## config.mk

```make
export PLATFORM = sky130hd
export DESIGN_NAME = request_id_pool
export DESIGN_NICKNAME = d
export VERILOG_FILES = /design/src/rtl/rip_pkg.sv /design/src/rtl/rip_ram.sv /design/src/rtl/request_id_pool.sv
export SDC_FILE = /design/constraint.sdc
export NUM_CORES = 2
export LEC_CHECK = 0
export BUFFER_PORTS_ARGS = -buffer_cell sky130_fd_sc_hd__buf_2
export CAP_MARGIN = 20
export CORE_MARGIN = 5
export CORE_UTILIZATION = 40
export CTS_CLUSTER_DIAMETER = 40
export CTS_CLUSTER_SIZE = 10
export DETAILED_ROUTE_END_ITERATION = 10
export PLACE_DENSITY_LB_ADDON = 0.25
export SLEW_MARGIN = 30
export SYNTH_ARGS = -nofsm -noshare
export SYNTH_HDL_FRONTEND = slang
export SYNTH_SLANG_ARGS = --single-unit
```

## constraint.sdc

```tcl
create_clock -name clk_i -period 10.4 [get_ports clk_i]
set_input_delay 2.08 -clock clk_i [delete_from_list [all_inputs] [get_ports clk_i]]
set_output_delay 2.08 -clock clk_i [all_outputs]
set_load 0.005 [all_outputs]
```

## src/rtl/rip_pkg.sv

```systemverilog
`timescale 1ns / 1ps
// Request id pool: shared constants, operation and result codes.
package rip_pkg;

  localparam int CAPACITY = 128;
  localparam int ID_W     = $clog2(CAPACITY);
  localparam int CNT_W    = $clog2(CAPACITY + 1);
  localparam int FUNC_W   = 2;
  localparam int REQ_W    = 8;
  localparam int STAT_W   = 8;
  localparam int RC_W     = 3;
  // per-id metadata: {ready, status}
  localparam int META_W   = STAT_W + 1;

  typedef enum logic [FUNC_W-1:0] {
    FUNC_ALLOC    = 2'd0,
    FUNC_COMPLETE = 2'd1,
    FUNC_WAIT     = 2'd2,
    FUNC_CANCEL   = 2'd3
  } func_e;

  typedef enum logic [RC_W-1:0] {
    RC_OK        = 3'd0,
    RC_INVALID   = 3'd1,
    RC_FLUSHED   = 3'd2,
    RC_FULL      = 3'd3,
    RC_NOT_READY = 3'd4
  } rc_e;

endpackage

```

## src/rtl/rip_ram.sv

```systemverilog
`timescale 1ns / 1ps
// Generic simple dual-port RAM, one write and one registered read port.
module rip_ram #(
  parameter int WIDTH = 8,
  parameter int DEPTH = 128
) (
  input  logic                     clk_i,
  input  logic                     we_i,
  input  logic [$clog2(DEPTH)-1:0] waddr_i,
  input  logic [WIDTH-1:0]         wdata_i,
  input  logic                     re_i,
  input  logic [$clog2(DEPTH)-1:0] raddr_i,
  output logic [WIDTH-1:0]         rdata_o
);

  logic [WIDTH-1:0] mem_q [DEPTH];
  logic [WIDTH-1:0] rdata_q;

  always_ff @(posedge clk_i) begin
    if (we_i) begin
      mem_q[waddr_i] <= wdata_i;
    end
    if (re_i) begin
      rdata_q <= mem_q[raddr_i];
    end
  end

  assign rdata_o = rdata_q;

endmodule

```

## src/rtl/request_id_pool.sv

```systemverilog
`timescale 1ns / 1ps
// Request id pool: free-id stack with per-id in-use, ready and status marks.
//
// Usage:
//   Input channel (in_valid_i / in_ready_o) carries one operation per transfer:
//   func_i selects allocate, complete, wait or cancel; req_id_i and
//   done_status_i are the operands. Every operation produces exactly one
//   result transfer on the output channel (out_valid_o / out_ready_i) with
//   result_code_o, issued_id_o and req_status_o.
//   Each item is held in the input register (work stage), its result in the output
//   register. One item is accepted every cycle while no result stalls; the work
//   stage computes the whole operation against the id stack RAM and the metadata
//   RAM, whose registered reads are issued at the input transfer. Same-cycle
//   writes to the addresses being read are forwarded through bypass registers.
//   Backpressure: a result waits in the output register; the work stage
//   holds its item while that register is full and not taken, and
//   in_ready_o drops only then. Nothing is lost or dropped.
//   Reset: asynchronous, active low. Pool empty of issued ids, stack reads
//   as ids 0..CAPACITY-1 through per-entry valid bits (no clearing pass);
//   the block takes items in the first cycle after reset.
module request_id_pool (
  input  logic                        clk_i,
  input  logic                        rst_ni,
  input  logic                        in_valid_i,
  output logic                        in_ready_o,
  input  logic [rip_pkg::FUNC_W-1:0]  func_i,
  input  logic [rip_pkg::REQ_W-1:0]   req_id_i,
  input  logic [rip_pkg::STAT_W-1:0]  done_status_i,
  output logic                        out_valid_o,
  input  logic                        out_ready_i,
  output logic [rip_pkg::RC_W-1:0]    result_code_o,
  output logic [rip_pkg::ID_W-1:0]    issued_id_o,
  output logic [rip_pkg::STAT_W-1:0]  req_status_o
);
  import rip_pkg::*;

  // handshake
  logic in_xfer;
  logic commit;

  // work stage (input register)
  logic              s1_valid_q;
  func_e             s1_func_q;
  logic [REQ_W-1:0]  s1_id_q;
  logic [STAT_W-1:0] s1_done_q;

  // read forwarding, captured with the RAM reads
  logic              meta_hit_q;
  logic [META_W-1:0] meta_byp_q;
  logic              stk_hit_q;
  logic [ID_W-1:0]   stk_byp_q;
  logic              stk_vld_q;
  logic [ID_W-1:0]   stk_idx_q;

  // pool state
  logic [CNT_W-1:0]  used_count_q, used_count_d;
  logic [CAPACITY-1:0] in_use_q;
  logic [CAPACITY-1:0] stk_written_q;

  // output register
  logic              out_valid_q;
  rc_e               rc_q;
  logic [ID_W-1:0]   issued_q;
  logic [STAT_W-1:0] status_q;

  // RAM ports
  logic              meta_we;
  logic [ID_W-1:0]   meta_waddr;
  logic [META_W-1:0] meta_wdata;
  logic [ID_W-1:0]   meta_raddr;
  logic [META_W-1:0] meta_rdata;
  logic              stk_we;
  logic [ID_W-1:0]   stk_waddr;
  logic [ID_W-1:0]   stk_raddr;
  logic [ID_W-1:0]   stk_rdata;

  // work stage decode
  logic              id_ok;
  logic [ID_W-1:0]   slot;
  logic              busy;
  logic [META_W-1:0] meta;
  logic              is_ready;
  logic [ID_W-1:0]   top_id;
  logic              do_alloc;
  logic              do_push;
  logic              meta_wr;
  rc_e               rc_d;
  logic [ID_W-1:0]   issued_d;
  logic [STAT_W-1:0] status_d;
  logic              stk_hit;
  logic              meta_hit;

  assign commit     = s1_valid_q && (!out_valid_q || out_ready_i);
  assign in_ready_o = !s1_valid_q || commit;
  assign in_xfer    = in_valid_i && in_ready_o;

  assign id_ok    = {1'b0, s1_id_q} < (REQ_W + 1)'(CAPACITY);
  assign slot     = s1_id_q[ID_W-1:0];
  assign busy     = id_ok && in_use_q[slot];
  assign meta     = meta_hit_q ? meta_byp_q : meta_rdata;
  assign is_ready = meta[META_W-1];
  // stack entries never pushed still hold their reset id
  assign top_id   = stk_hit_q ? stk_byp_q : (stk_vld_q ? stk_rdata : stk_idx_q);

  always_comb begin
    rc_d       = RC_OK;
    issued_d   = '0;
    status_d   = '0;
    do_alloc   = 1'b0;
    do_push    = 1'b0;
    meta_wr    = 1'b0;
    meta_waddr = slot;
    meta_wdata = '0;
    case (s1_func_q)
      FUNC_ALLOC: begin
        if (used_count_q >= CNT_W'(CAPACITY)) begin
          rc_d = RC_FULL;
        end else begin
          do_alloc   = 1'b1;
          issued_d   = top_id;
          meta_wr    = 1'b1;
          meta_waddr = top_id;
        end
      end
      FUNC_COMPLETE: begin
        if (!busy) begin
          rc_d = RC_INVALID;
        end else begin
          meta_wr    = 1'b1;
          meta_wdata = {1'b1, s1_done_q};
        end
      end
      FUNC_WAIT: begin
        if (!busy) begin
          rc_d = RC_INVALID;
        end else if (!is_ready) begin
          rc_d = RC_NOT_READY;
        end else begin
          status_d = meta[STAT_W-1:0];
          do_push  = 1'b1;
        end
      end
      FUNC_CANCEL: begin
        if (!busy) begin
          rc_d = RC_INVALID;
        end else begin
          if (is_ready) begin
            rc_d = RC_FLUSHED;
          end
          do_push = 1'b1;
        end
      end
      default: begin
        rc_d = RC_INVALID;
      end
    endcase
  end

  // stack pointer and push write
  always_comb begin
    used_count_d = used_count_q;
    stk_we       = 1'b0;
    stk_waddr    = used_count_q[ID_W-1:0] - ID_W'(1);
    if (commit && do_alloc) begin
      used_count_d = used_count_q + CNT_W'(1);
    end else if (commit && do_push && (used_count_q != '0)) begin
      used_count_d = used_count_q - CNT_W'(1);
      stk_we       = 1'b1;
    end
  end

  assign meta_we    = commit && meta_wr;
  // next item reads the stack top as it stands after this commit
  assign stk_raddr  = used_count_d[ID_W-1:0];
  assign meta_raddr = req_id_i[ID_W-1:0];
  assign stk_hit    = stk_we && (stk_waddr == stk_raddr);
  assign meta_hit   = meta_we && (meta_waddr == meta_raddr);

  rip_ram #(
    .WIDTH (ID_W),
    .DEPTH (CAPACITY)
  ) u_stack_ram (
    .clk_i   (clk_i),
    .we_i    (stk_we),
    .waddr_i (stk_waddr),
    .wdata_i (slot),
    .re_i    (in_xfer),
    .raddr_i (stk_raddr),
    .rdata_o (stk_rdata)
  );

  rip_ram #(
    .WIDTH (META_W),
    .DEPTH (CAPACITY)
  ) u_meta_ram (
    .clk_i   (clk_i),
    .we_i    (meta_we),
    .waddr_i (meta_waddr),
    .wdata_i (meta_wdata),
    .re_i    (in_xfer),
    .raddr_i (meta_raddr),
    .rdata_o (meta_rdata)
  );

  // control state
  always_ff @(posedge clk_i or negedge rst_ni) begin
    if (!rst_ni) begin
      s1_valid_q    <= 1'b0;
      out_valid_q   <= 1'b0;
      used_count_q  <= '0;
      in_use_q      <= '0;
      stk_written_q <= '0;
    end else begin
      if (in_xfer) begin
        s1_valid_q <= 1'b1;
      end else if (commit) begin
        s1_valid_q <= 1'b0;
      end
      if (commit) begin
        out_valid_q <= 1'b1;
      end else if (out_ready_i) begin
        out_valid_q <= 1'b0;
      end
      used_count_q <= used_count_d;
      if (commit && do_alloc) begin
        in_use_q[top_id] <= 1'b1;
      end
      if (commit && do_push) begin
        in_use_q[slot] <= 1'b0;
      end
      if (stk_we) begin
        stk_written_q[stk_waddr] <= 1'b1;
      end
    end
  end

  // payload
  always_ff @(posedge clk_i) begin
    if (in_xfer) begin
      s1_func_q  <= func_e'(func_i);
      s1_id_q    <= req_id_i;
      s1_done_q  <= done_status_i;
      meta_hit_q <= meta_hit;
      meta_byp_q <= meta_wdata;
      stk_hit_q  <= stk_hit;
      stk_byp_q  <= slot;
      stk_vld_q  <= stk_hit || stk_written_q[stk_raddr];
      stk_idx_q  <= stk_raddr;
    end
    if (commit) begin
      rc_q     <= rc_d;
      issued_q <= issued_d;
      status_q <= status_d;
    end
  end

  assign out_valid_o   = out_valid_q;
  assign result_code_o = rc_q;
  assign issued_id_o   = issued_q;
  assign req_status_o  = status_q;

  // stack pointer never passes the pool size
  a_count_range: assert property (@(posedge clk_i) disable iff (!rst_ni)
    used_count_q <= CNT_W'(CAPACITY))
    else $error("stack pointer beyond capacity");

  // issued ids and in-use marks stay in step
  a_count_matches: assert property (@(posedge clk_i) disable iff (!rst_ni)
    $countones(in_use_q) == 32'(used_count_q))
    else $error("in-use marks disagree with stack pointer");

  // an allocated id is marked in use after the commit
  a_alloc_marks: assert property (@(posedge clk_i) disable iff (!rst_ni)
    commit && do_alloc |=> in_use_q[$past(top_id)])
    else $error("allocated id not marked in use");

  // pool_full only when every id is out
  a_full_only_when_full: assert property (@(posedge clk_i) disable iff (!rst_ni)
    commit && (rc_d == RC_FULL) |-> used_count_q == CNT_W'(CAPACITY))
    else $error("pool_full with free ids left");

  // a non-ok result carries no issued id
  a_issued_zero: assert property (@(posedge clk_i) disable iff (!rst_ni)
    out_valid_q && (rc_q != RC_OK) |-> issued_q == '0)
    else $error("issued id on failed result");

endmodule

```

==> key figures <==
Critical path
  • CP max FO: 153
  • CP arrival: 8020 ps
  • CP endpoint kind: flip-flop
  • WP data required: 11040 ps
  • Reg2reg start: s1_id_q[2]
  • WS Path Type: reg -> reg
  • Critical Path Start: s1_id_q[2]
  • CP Cell Sequence: buf_6, mux4_2, mux4_2, o21ai_1, nor3_1, or4_1, a21oi_4, xnor2_4, buf_4, buf_12, mux4_2, and2_0, a2111oi_0, or4_1, a2111o_1, o311ai_1
  • Critical Path Most Common Cell: mux4_2
  • Critical Path Stages: 16
  • Cell family with most CP delay: buffers and inverters
  • Startpoint Class: flip-flop
  • Capture point of the worst path: stk_vld_q
  • Worst path max stage delay: 840 ps
  • Reg2Reg Depth: 16
  • Crit path max-delay cell type: or4_1
  • R2r setup slk: 3020 ps
  • Crit path buf inv count: 3
  • Reg2reg end: stk_vld_q

Power and ir drop
  • P_int: 0.01994 W
  • Flop pwr share: 0.388
  • Sw Share: 0.2818
  • Leak pwr: 39.07 nW
  • Sw Pwr: 0.007823 W
  • Combinational share of power: 0.177
  • Worst vdd ir: 0.2479 mV
  • Power Density: 250.0 nW/um^2
  • Clk pwr share: 0.436

Synthesis
  • Synth Flop Type: edfxtp_1
  • Yosys cell types: 67
  • Yosys warning count: 0
  • Dominant cells by area after synthesis: edfxtp_1 (67%), mux4_2 (9.4%), dfrtp_1 (7.0%)
  • Syn_area_per_cell: 16.82 um^2
  • Post-synth EDFFs: 2126
  • #FFs+latches synth: 2392
  • Synth Net Count: 5673
  • Post-synthesis sequential area ratio: 0.7420
  • Ys async rst share: 0.1112
  • Most frequent cell after synthesis: edfxtp_1
  • Post-synthesis cell count: 5648
  • Area leader, netlist: edfxtp_1
  • Most frequent cells after synthesis: edfxtp_1 (2126), nand2_1 (724), mux4_2 (395)
  • Post-Synthesis Cell Area: 95020 um^2
  • Post-synth top area share: 0.6719

Clocking
  • Clock sink count: 2392
  • Setup repair bufs after CTS: 0
  • Clk_lat worst skew: 930 ps
  • CTS tree: done
  • Max Buffers Root-to-Sink: 4
  • Cts repair resizes: 0
  • Total CTS buffers: 367
  • CTS clk-pin slew, worst paths: 50 ps
  • Hold-fix buffers at CTS: 0
  • CTS H-tree lvls: 5
  • Root buf cell: clkbuf_16

GRT
  • Vias in the first global route: 52590
  • Global-route usage over all layers: 0.1996
  • Initial antenna violation count: 10
  • Global-route wire length before repair: 369.2 mm
  • GRT overflow: 0
  • Largest net degree at the start of global routing: 154

STA
  • Crit share post-route: 0.7096
  • RSZ-0062 raised after global routing: false
  • Finish-stage setup viols: 0
  • Final hold vios: 0
  • Final min period: 7380 ps
  • Relative slew slack: 0.2528
  • Setup TNS: 0 ps
  • Max Freq: 135.5 MHz
  • Final Skew: 75.77 ps
  • Final Slew Violations: 0
  • Worst-Margin Slew: 1119 ps

Place
  • Placer Congestion: 0.8836
  • Count of input and output buffers: 41
  • Dpl hpwl: 145.8 mm

Drt
  • DRC errors left: 0
  • DR WL/cell: 27.37 um
  • Vias per inst: 5.704
  • Routed vias: 52850
  • DR pass1 iterations: 6
  • Drt total wl: 253.6 mm
  • Drt initial violations: 5684
  • Antenna-violating nets left: 0

Die
  • Full die area: 247400 um^2
  • Rows: 179
  • Chip Width: 497.4 um
  • Core outline area: 237200 um^2
  • Die height: 497.4 um
  • Initial core utilization: 0.4006
  • Ports: 42

Finish
  • Share of layout cells above drive strength 1: 0.2122
  • Syn-to-layout area delta: 16.87%
  • Nets: 5868
  • Fin util: 0.4682

Hold path
  • Worst Hold Class: reg -> reg

Run
  • Max Cap Violations: 0

Run status
  • Status: completed
-- per-layer routing --
metal / GRT usage / share of wire
met4: 0.06540 / 0.032
met1: 0.2795 / 0.42
met5: 0 / 0.00017
met2: 0.3175 / 0.48
met3: 0.03680 / 0.066
-- worst min path at each step --
stage | startpoint | end | slack (ps) | cells past startpoint
2_1_floorplan | stk_written_q[11] | stk_written_q[11] | 430 | 1
3_3_place_gp | stk_written_q[8] | stk_written_q[8] | 450 | 1
3_5_place_dp | stk_written_q[14] | stk_written_q[14] | 450 | 1
4_1_cts | stk_written_q[14] | stk_written_q[14] | 460 | 1
5_1_grt | stk_written_q[36] | stk_written_q[36] | 470 | 1
6_report | stk_written_q[42] | stk_written_q[42] | 460 | 1
-- metrics by stage --
| stage | hold WS, ps | setup WS [ps] | instance area, um^2 | cells | power [W] |
|---|---|---|---|---|---|
| floorplan | 433.7 | 1832 | 95020 | 5648 | 0.01405 |
| global placement | 446.4 | 2552 | 98780 | 8636 | 0.01576 |
| detailed placement | 447.7 | 2485 | 98890 | 8639 | 0.01584 |
| CTS | 459.3 | 3029 | 110900 | 9258 | 0.02794 |
| global route | 470.4 | 2795 | 111000 | 9262 | 0.02869 |
| finish | 460.2 | 3020 | 111100 | 9265 | 0.02776 |
-- power groups by stage --
stage | registers (W) | clock network (W) | logic (W)
2_1_floorplan | 0.0109 | 0 | 0.00313
3_3_place_gp | 0.0109 | 0 | 0.00483
3_5_place_dp | 0.0109 | 0 | 0.00490
4_1_cts | 0.0108 | 0.0123 | 0.00491
5_1_grt | 0.0108 | 0.0127 | 0.00521
6_report | 0.0108 | 0.0121 | 0.00491
-- sequential cells by signal (all words and copies together), names as in the netlist --
signal               cells
s1_func_q                2
s1_valid_q               1
u_stack_ram.mem_q      896
stk_idx_q                7
result_code_o            3
stk_byp_q                7
stk_written_q          128
meta_hit_q               1
u_meta_ram.mem_q      1152
meta_byp_q               9
s1_done_q                8
s1_id_q                  8
req_status_o             8
u_meta_ram.rdata_o       9
used_count_q             8
stk_vld_q                1
stk_hit_q                1
u_stack_ram.rdata_o      7
out_valid_o              1
in_use_q               128
issued_id_o              7
-- final cells by class --
| cell class | count | area [um^2] |
|---|---|---|
| diodes | 5 | 12.51 |
| clock buffers | 435 | 9689 |
| clock inverters | 184 | 2356 |
| fillers | 19920 | 126100 |
| inverters | 15 | 68.82 |
| multi-input cells | 2932 | 23280 |
| flip-flops and latches | 2392 | 70500 |
| well taps | 3167 | 3963 |
| repair buffers | 135 | 1181 |
-- layout by cell type (no fill, tap or decap), drive strengths merged, types with 78 or more instances in the layout --
cell type  synthesis  layout
nand2            725     725
clkbuf           154     435
nand3            163     163
a32oi             78      78
edfxtp          2126    2126
nor2             383     383
clkinv             2      88
a21oi            339     339
mux2i            237     237
dfrtp            266     266
buf              155     135
or2              136     136
mux4             395     395
-- cell families after synthesis --
group,share of synthesized area
xor+xnor,0.001580
simple gates,0.07264
compound gates,0.04810
mux,0.1202
fa+ha+maj,0.0003951
flops,0.7420
buf+inv,0.01516
Note: power is estimated with default switching activity, not from simulation.
